[config.mk]
export PLATFORM = sky130hd
export DESIGN_NAME = phase_accumulator_waveform_oscillator_core
export DESIGN_NICKNAME = d
export VERILOG_FILES = /design/src/sv/paw_pkg.sv /design/src/sv/paw_csr.sv /design/src/sv/paw_mod_unit.sv /design/src/sv/paw_shaper.sv /design/src/sv/phase_accumulator_waveform_oscillator_core.sv
export VERILOG_INCLUDE_DIRS = /design/src /design/src/sv
export SDC_FILE = /design/constraint.sdc
export NUM_CORES = 1
export LEC_CHECK = 0
export ABC_AREA = 1
export BUFFER_PORTS_ARGS = -buffer_cell sky130_fd_sc_hd__buf_4
export CORE_MARGIN = 8
export CORE_UTILIZATION = 55
export DETAILED_ROUTE_END_ITERATION = 8
export PLACE_DENSITY = 0.74
export SKIP_LAST_GASP = 1
export SYNTH_ARGS = -nofsm -noshare
export SYNTH_HDL_FRONTEND = slang
export SYNTH_HIERARCHICAL = 1
export SYNTH_SLANG_ARGS = --single-unit
[constraint.sdc]
create_clock -name clock -period 9.4 [get_ports clock]
set_clock_uncertainty 0.1 [all_clocks]
set_input_delay 1.88 -clock clock [delete_from_list [all_inputs] [get_ports clock]]
set_output_delay 1.88 -clock clock [all_outputs]
set_load 0.02 [all_outputs]
[src/sv/phase_accumulator_waveform_oscillator_core_assert.svh]
// assertion macros for the oscillator core
`ifndef PHASE_ACCUMULATOR_WAVEFORM_OSCILLATOR_CORE_ASSERT_SVH
`define PHASE_ACCUMULATOR_WAVEFORM_OSCILLATOR_CORE_ASSERT_SVH

// same-cycle implication under reset
`define PAW_ASSERT_IMP(label, ante, cons, msg) \
   label: assert property (@(posedge clock) disable iff (reset) (ante) |-> (cons)) \
      else $error(msg);

// next-cycle implication under reset
`define PAW_ASSERT_NXT(label, ante, cons, msg) \
   label: assert property (@(posedge clock) disable iff (reset) (ante) |=> (cons)) \
      else $error(msg);

`endif

[src/sv/paw_pkg.sv]
// shared types and constants of the oscillator core
package paw_pkg;

   localparam int CFG_W  = 32;
   localparam int ADDR_W = 4;
   localparam int WAVE_W = 2;
   localparam int SAMPLE_W = 16;

   localparam logic [1:0] REG_PHASE_INCREMENT  = 2'd0;
   localparam logic [1:0] REG_WAVEFORM         = 2'd1;
   localparam logic [1:0] REG_PULSE_THRESHOLD  = 2'd2;
   localparam logic [1:0] REG_SAMPLE_HOLD_STEP = 2'd3;

   localparam logic [CFG_W-1:0] PULSE_THRESHOLD_RESET = 32'h8000_0000;

   typedef enum logic [WAVE_W-1:0] {
      WAVE_SAW      = 2'd0,
      WAVE_TRIANGLE = 2'd1,
      WAVE_SQUARE   = 2'd2
   } wave_type;

   typedef struct packed {
      logic [CFG_W-1:0]  phase_increment;
      logic [WAVE_W-1:0] waveform;
      logic [CFG_W-1:0]  pulse_threshold;
      logic [CFG_W-1:0]  sample_hold_step;
   } cfg_type;

   typedef struct packed {
      logic busy;
      logic done;
   } div_status_type;

endpackage

[src/sv/paw_csr.sv]
// configuration register file with apb-style access
module paw_csr import paw_pkg::*; (
   input  logic              clock,
   input  logic              reset,
   input  logic              csr_psel,
   input  logic              csr_penable,
   input  logic              csr_pwrite,
   input  logic [ADDR_W-1:0] csr_paddr,
   input  logic [CFG_W-1:0]  csr_pwdata,
   output logic [CFG_W-1:0]  csr_prdata,
   output logic              csr_pready,
   output cfg_type           cfg
);

   cfg_type    cfg_ff;
   logic       wr_en;
   logic [1:0] reg_idx;

   assign csr_pready = 1'b1;
   assign wr_en      = csr_psel & csr_penable & csr_pwrite & csr_pready;
   assign reg_idx    = csr_paddr[3:2];
   assign cfg        = cfg_ff;

   always_ff @(posedge clock) begin
      if (reset) begin
         cfg_ff.phase_increment  <= '0;
         cfg_ff.waveform         <= '0;
         cfg_ff.pulse_threshold  <= PULSE_THRESHOLD_RESET;
         cfg_ff.sample_hold_step <= '0;
      end else if (wr_en) begin
         case (reg_idx)
            REG_PHASE_INCREMENT:  cfg_ff.phase_increment  <= csr_pwdata;
            REG_WAVEFORM:         cfg_ff.waveform         <= csr_pwdata[WAVE_W-1:0];
            REG_PULSE_THRESHOLD:  cfg_ff.pulse_threshold  <= csr_pwdata;
            REG_SAMPLE_HOLD_STEP: cfg_ff.sample_hold_step <= csr_pwdata;
            default: ;
         endcase
      end
   end

   always_comb begin
      case (reg_idx)
         REG_PHASE_INCREMENT:  csr_prdata = cfg_ff.phase_increment;
         REG_WAVEFORM:         csr_prdata = CFG_W'(cfg_ff.waveform);
         REG_PULSE_THRESHOLD:  csr_prdata = cfg_ff.pulse_threshold;
         REG_SAMPLE_HOLD_STEP: csr_prdata = cfg_ff.sample_hold_step;
         default:              csr_prdata = '0;
      endcase
   end

endmodule

[src/sv/paw_mod_unit.sv]
// radix-2 restoring modulo unit, one quotient bit per cycle
module paw_mod_unit import paw_pkg::*; #(
   parameter int PHASE_BITS = 32
) (
   input  logic                  clock,
   input  logic                  reset,
   input  logic                  start,
   input  logic [PHASE_BITS-1:0] dividend,
   input  logic [CFG_W-1:0]      divisor,
   output div_status_type        status,
   output logic [CFG_W-1:0]      remainder
);

   localparam int CNT_W = $clog2(PHASE_BITS + 1);

   logic [PHASE_BITS-1:0] num_ff;
   logic [CFG_W-1:0]      rem_ff;
   logic [CFG_W-1:0]      den_ff;
   logic [CNT_W-1:0]      cnt_ff;
   logic                  done_ff;
   logic [CFG_W:0]        trial;
   logic [CFG_W:0]        diff;
   logic                  fits;

   assign trial = {rem_ff, num_ff[PHASE_BITS-1]};
   assign diff  = trial - {1'b0, den_ff};
   assign fits  = trial >= {1'b0, den_ff};

   always_ff @(posedge clock) begin
      if (reset) begin
         cnt_ff  <= '0;
         done_ff <= 1'b0;
      end else begin
         done_ff <= 1'b0;
         if (start) begin
            num_ff <= dividend;
            rem_ff <= '0;
            den_ff <= divisor;
            cnt_ff <= CNT_W'(PHASE_BITS);
         end else if (cnt_ff != '0) begin
            rem_ff <= fits ? diff[CFG_W-1:0] : trial[CFG_W-1:0];
            num_ff <= {num_ff[PHASE_BITS-2:0], 1'b0};
            cnt_ff <= cnt_ff - CNT_W'(1);
            if (cnt_ff == CNT_W'(1)) begin
               done_ff <= 1'b1;
            end
         end
      end
   end

   assign status.busy = cnt_ff != '0;
   assign status.done = done_ff;
   assign remainder   = rem_ff;

endmodule

[src/sv/paw_shaper.sv]
// saw, triangle and square shaping of the read phase; other waveform codes give zero
module paw_shaper import paw_pkg::*; #(
   parameter int PHASE_BITS = 32
) (
   input  logic [PHASE_BITS-1:0] phase,
   input  logic [WAVE_W-1:0]     waveform,
   input  logic [CFG_W-1:0]      threshold,
   output logic [SAMPLE_W-1:0]   sample
);

   localparam int EXT_W = (PHASE_BITS > CFG_W) ? PHASE_BITS : CFG_W;

   logic [14:0]       saw_bits;
   logic [15:0]       tri_bits;
   logic [16:0]       tri_fold;
   logic [EXT_W-1:0]  phase_ext;
   logic [EXT_W-1:0]  thr_ext;
   logic [1:0]        quadrant;

   assign saw_bits  = phase[PHASE_BITS-1 -: 15];
   assign tri_bits  = phase[PHASE_BITS-1 -: 16];
   assign tri_fold  = 17'd32768 - {1'b0, tri_bits};
   assign quadrant  = phase[PHASE_BITS-1 -: 2];
   assign phase_ext = EXT_W'(phase);
   assign thr_ext   = EXT_W'(threshold);

   always_comb begin
      case (wave_type'(waveform))
         WAVE_SAW:      sample = {1'b0, saw_bits} - 16'd16384;
         WAVE_TRIANGLE: begin
            case (quadrant)
               2'b00:   sample = tri_bits;
               2'b11:   sample = tri_bits;
               default: sample = tri_fold[15:0];
            endcase
         end
         WAVE_SQUARE:   sample = (phase_ext < thr_ext) ? 16'h4000 : 16'hC000;
         default:       sample = '0;
      endcase
   end

endmodule

[src/sv/phase_accumulator_waveform_oscillator_core.sv]
// top level of the phase-accumulator waveform oscillator
// an accepted request runs the offset step, then with sample hold on the divide and
//   quantise steps (one modulo bit per cycle), then the output step fills the result slot
// a new request is accepted only in idle, after the previous one has filled the result
//   slot; the output step waits while the slot holds a stalled result
// synchronous reset clears phase and control state and resets the config registers; result slot empty
module phase_accumulator_waveform_oscillator_core import paw_pkg::*; #(
   parameter int PHASE_BITS = 32
) (
   input  logic                 clock,
   input  logic                 reset,
   input  logic                 req_valid,
   output logic                 req_stall,
   input  logic                 req_cmd,
   input  logic [CFG_W-1:0]     req_phase_value,
   input  logic [CFG_W-1:0]     req_phase_offset,
   output logic                 rsp_valid,
   input  logic                 rsp_stall,
   output logic [SAMPLE_W-1:0]  rsp_sample,
   output logic [CFG_W-1:0]     rsp_read_phase,
   input  logic                 csr_psel,
   input  logic                 csr_penable,
   input  logic                 csr_pwrite,
   input  logic [ADDR_W-1:0]    csr_paddr,
   input  logic [CFG_W-1:0]     csr_pwdata,
   output logic [CFG_W-1:0]     csr_prdata,
   output logic                 csr_pready
);

`include "phase_accumulator_waveform_oscillator_core_assert.svh"

   localparam int EXT_W = (PHASE_BITS > CFG_W) ? PHASE_BITS : CFG_W;

   typedef enum logic [2:0] {
      S_IDLE,
      S_OFFSET,
      S_DIVIDE,
      S_QUANT,
      S_OUTPUT
   } state_type;

   state_type             state_ff;
   cfg_type               cfg;
   div_status_type        div_stat;
   logic                  div_start;
   logic [CFG_W-1:0]      rem;
   logic [PHASE_BITS-1:0] acc_ff;
   logic [PHASE_BITS-1:0] off_ff;
   logic [PHASE_BITS-1:0] rd_ff;
   logic [PHASE_BITS-1:0] rd_sum;
   logic [EXT_W-1:0]      inc_ext;
   logic [EXT_W-1:0]      val_ext;
   logic [EXT_W-1:0]      off_ext;
   logic [EXT_W-1:0]      rd_ext;
   logic [EXT_W-1:0]      rem_ext;
   logic [SAMPLE_W-1:0]   sample;
   logic                  rsp_valid_ff;
   logic [SAMPLE_W-1:0]   rsp_sample_ff;
   logic [CFG_W-1:0]      rsp_read_phase_ff;
   logic                  req_accept;
   logic                  step_on;
   logic                  slot_free;

   paw_csr u_csr (
      .clock       (clock),
      .reset       (reset),
      .csr_psel    (csr_psel),
      .csr_penable (csr_penable),
      .csr_pwrite  (csr_pwrite),
      .csr_paddr   (csr_paddr),
      .csr_pwdata  (csr_pwdata),
      .csr_prdata  (csr_prdata),
      .csr_pready  (csr_pready),
      .cfg         (cfg)
   );

   paw_mod_unit #(.PHASE_BITS(PHASE_BITS)) u_mod (
      .clock     (clock),
      .reset     (reset),
      .start     (div_start),
      .dividend  (rd_sum),
      .divisor   (cfg.sample_hold_step),
      .status    (div_stat),
      .remainder (rem)
   );

   paw_shaper #(.PHASE_BITS(PHASE_BITS)) u_shaper (
      .phase     (rd_ff),
      .waveform  (cfg.waveform),
      .threshold (cfg.pulse_threshold),
      .sample    (sample)
   );

   assign inc_ext    = EXT_W'(cfg.phase_increment);
   assign val_ext    = EXT_W'(req_phase_value);
   assign off_ext    = EXT_W'(req_phase_offset);
   assign rd_ext     = EXT_W'(rd_ff);
   assign rem_ext    = EXT_W'(rem);
   assign rd_sum     = acc_ff + off_ff;
   assign step_on    = cfg.sample_hold_step != '0;
   assign req_stall  = state_ff != S_IDLE;
   assign req_accept = req_valid & ~req_stall;
   assign slot_free  = ~rsp_valid_ff | ~rsp_stall;
   assign div_start  = (state_ff == S_OFFSET) & step_on;

   always_ff @(posedge clock) begin
      if (reset) begin
         state_ff     <= S_IDLE;
         acc_ff       <= '0;
         rsp_valid_ff <= 1'b0;
      end else begin
         if (rsp_valid_ff & ~rsp_stall & (state_ff != S_OUTPUT)) begin
            rsp_valid_ff <= 1'b0;
         end
         case (state_ff)
            S_IDLE: begin
               if (req_accept) begin
                  acc_ff   <= req_cmd ? val_ext[PHASE_BITS-1:0]
                                      : acc_ff + inc_ext[PHASE_BITS-1:0];
                  off_ff   <= off_ext[PHASE_BITS-1:0];
                  state_ff <= S_OFFSET;
               end
            end
            S_OFFSET: begin
               rd_ff    <= rd_sum;
               state_ff <= step_on ? S_DIVIDE : S_OUTPUT;
            end
            S_DIVIDE: begin
               if (div_stat.done) begin
                  state_ff <= S_QUANT;
               end
            end
            S_QUANT: begin
               rd_ff    <= rd_ff - rem_ext[PHASE_BITS-1:0];
               state_ff <= S_OUTPUT;
            end
            S_OUTPUT: begin
               if (slot_free) begin
                  rsp_valid_ff      <= 1'b1;
                  rsp_sample_ff     <= sample;
                  rsp_read_phase_ff <= rd_ext[CFG_W-1:0];
                  state_ff          <= S_IDLE;
               end
            end
            default: state_ff <= S_IDLE;
         endcase
      end
   end

   assign rsp_valid      = rsp_valid_ff;
   assign rsp_sample     = rsp_sample_ff;
   assign rsp_read_phase = rsp_read_phase_ff;

   `PAW_ASSERT_IMP(a_div_start_free, div_start, !div_stat.busy,
                   "modulo unit started while busy")
   `PAW_ASSERT_NXT(a_accept_offset, req_accept, state_ff == S_OFFSET,
                   "accepted transfer did not move to offset step")
   `PAW_ASSERT_IMP(a_rem_below_step, state_ff == S_QUANT,
                   rem < cfg.sample_hold_step && rem_ext <= rd_ext,
                   "remainder out of range")
   `PAW_ASSERT_IMP(a_result_from_output, $rose(rsp_valid_ff),
                   $past(state_ff) == S_OUTPUT,
                   "result slot filled outside output step")

endmodule

==> results.md <==
* Status: complete, no violations
* Number of distinct library cells after synthesis at 52
* Total CTS buffers at 39
* Worst reg2reg setup slack at around 6200 ps
* Most frequent cell on the critical path: buf_4
* Slowest CP cell: buf_4
* Core region area at ~44,000 um^2
* CP Buf/Inv Count at 4
* Die ar. at 51,900 um^2
* Setup TNS Final at 0 ps
* # resized after CTS at 0
* GPL Wtd Cong at 1.00
* Clock sinks at 349
* DR vias at approximately 23k
* Final #Nets at between 4k and 5k
* WS Path Type: in -> out
* Vias in the first global route at approximately 22k
* H-tree depth at 2
* Fin crit share at about 56%
* Standard-cell row count at 77
* Wirelength per Cell at approximately 18 um
* Hold Crit Start: u_mod/cnt_ff[3]
* ANT nets after route at 0
* Die height at 228 um
* Ant diodes at 0
* Synth warnings at 6
* Area leader, netlist: edfxtp_1
* Die Wd at ~230 um
* Gate Count Post-Synth at ~3.6k
* Hold Buf Count CTS at 0
* Worst-path clk slew at roughly 60 ps
* Number of synthesized flops with an enable pin at between 200 and 250
* Tightest Hold Check Type: reg -> reg
* Multi-input gate area at approximately 13,000 um^2
* Sequential cell area at slightly above 9000 um^2
* FF+latch count, synth at roughly 350
* Area Growth Syn to Fin at 12.5%
* Pwr Density at roughly 240 nW/um^2
* Initial antenna violation count at 1
* RSZ-0062 raised after global routing: false
* Initial core utilization at a little under three fifths
* Post-Syn Area per Cell at a little under 7 um^2
* Critical path required time at 7420 ps
* CP Launch Type: input port
* Number of setup buffers added after CTS at 0
* Crit-path max cell delay at 580 ps
* Crit-path leading delay family: buffers and inverters
* Synth cell count leaders: 1,138 x nand2_1, 523 x nor2_1, 463 x inv_1
* Leak Pwr at roughly 13 nW
* Count leader, synth: nand2_1
* Hold Fails Final Rpt at 0
* Worst-path cell chain: buf_4 > nand2_1 > inv_2 > buf_4 > nand2_1 > nand3_1 > buf_4
* Seq/Total Area, Yosys at between 30% and 40%
* Clock Tree Root: clkbuf_16
* Skew-Pair Late Insertion Delay at approximately 600 ps
* Tightest Pin Transition at between 1000 and 1500 ps
* Worst Path Max Fanout at 64
* RR Startpoint: u_csr/cfg[1]
* Synth top area share at between 20% and 30%
* Total power at a little under 7 mW
* DR iter-0 viols at 2,528
* Fillcell total at roughly 4.2k
* Global-route wire length before repair at between 100 and 150 mm
* Peak supply drop at roughly 0.00015 V
* Max Freq at around 190 MHz
* CTS tree: built
* Grt ovf at 0
* Max-slew violations at 0
* Utilization after layout at 62.8%
* Syn Std Cell Area at 24,700 um^2
* Max-slew headroom at 32.5%
* Vias per std cell at between 5 and 6
* Ys flop type: edfxtp_1
* DP HPWL at just over 60 mm
* First drt pass iteration count at 6
* Async SR Flop Fraction at 0%
* Worst Setup End Kind: output pin
* Crit path DAT at ~3300 ps
* CTS Buffer Depth at 3
* Syn Nets at between 3k and 4k
* Synth area leaders: edfxtp_1 25%, nand2_1 17%, dfxtp_1 11%
* Setup violators final at 0
* Max-Cap Viols at 0
* Overall Global Routing Usage at ~30%
* DRC at 0
* WL final at slightly below 80 mm
* Largest net degree at the start of global routing at just under 100
* IO Pins at between 150 and 200
* Minimum clock period at ~5300 ps
* Port buffer count at between 150 and 200
* CP startpoint: csr_paddr[2]
* Share of cells above drive strength 1 at a little under a tenth
-- through the flow --
stage	setup WS (ps)	hold WS [ps]	area (um^2)	cells
after floorplan	3760	344	24700	3591
after global placement	4200	357	26400	4290
after detailed placement	4190	362	26400	4290
after CTS	4180	369	27800	4360
after global routing	4040	412	27800	4360
final	4130	371	27800	4360
-- placed cells by master, fill, tap and decap left out, drive strengths merged, types with 2 or more instances in the layout --
cell type and instances:
nand2 1151, nor2 540, inv 479, nand3 285
edfxtp 208, buf 200, a21oi 194, ha 159
dfxtp 141, o21ai 113, clkbuf 56, xor2 45
nand3b 36, nor3 30, and2 26, nand4 22
xnor2 17, clkinv 10, o21a 8, o22ai 7
or2 7, o21bai 6, a21o 5, fa 4
o211ai 4, nor4 3, o31ai 2, a31oi 2
clkinvlp 2, bufinv 2
-- metal layers --
| layer | global-route usage, % | routed length, um | vias up |
|---|---|---|---|
| met3 | 4.86 | 6880 | 165 |
| met5 | 0 | 13 | - |
| met4 | 11.8 | 3310 | 2 |
| li1 | - | - | 11700 |
| met2 | 44.5 | 33600 | 968 |
| met1 | 42.0 | 35700 | 10600 |
-- cell families (layout without fill, tap and decap cells) --
family                   count (synthesis)  after routing  share of synthesized area [%]
flip-flops                             349            349                           36.8
adder cells (fa/ha/maj)                163            163                           8.39
AO/OA/AOI/OAI                          344            344                           7.55
buffers and inverters                  572            749                           9.39
AND/OR/NAND/NOR                       2100           2100                           35.5
other                                    1              1                         0.0152
XOR/XNOR                                62             62                           2.35
-- worst min-delay path: stages (launching register included) --
cell,delay (ps)
dfxtp_1,310
o31ai_1,60
a21oi_1,60
-- worst paths after layout --
kind | endpoint | depth (start not counted)
worst max register to register | u_mod/den_ff[22] | 11
worst min register to register | u_mod/cnt_ff[3] | 2
worst max-delay path | csr_prdata[20] | 7
worst min-delay path | u_mod/cnt_ff[3] | 2
-- power breakdown --
part	leakage [nW]	total, mW	switching (mW)	internal (mW)
clock	0.632	1.56	0.655	0.903
sequential	3.08	2.21	0.231	1.98
combinational	9.78	2.98	1.97	1.01
total	13.5	6.75	2.86	3.89
-- cell type report --
| type | instances | area share, % |
|---|---|---|
| Multi-Input combinational cell | 2670 | 48.0 |
| Timing Repair Buffer | 200 | 5.41 |
| Sequential cell | 349 | 32.7 |
| Clock buffer | 56 | 4.08 |
| Inverter | 479 | 6.48 |
| Tap cell | 592 | 2.67 |
| Clock inverter | 14 | 0.658 |
-- sequential cells by signal, indices dropped and copies added, names as in the netlist --
register and flops:
u_mod/den_ff 32, state_ff 3, u_mod/cnt_ff 6, u_csr/cfg 98, u_mod/num_ff 32, rsp_sample 16, acc_ff 32, u_mod/done_ff 1
rd_ext 32, off_ff 32, rsp_read_phase 32, u_mod/remainder 32, rsp_valid 1
No activity file was read; power rests on OpenSTA's default activity.
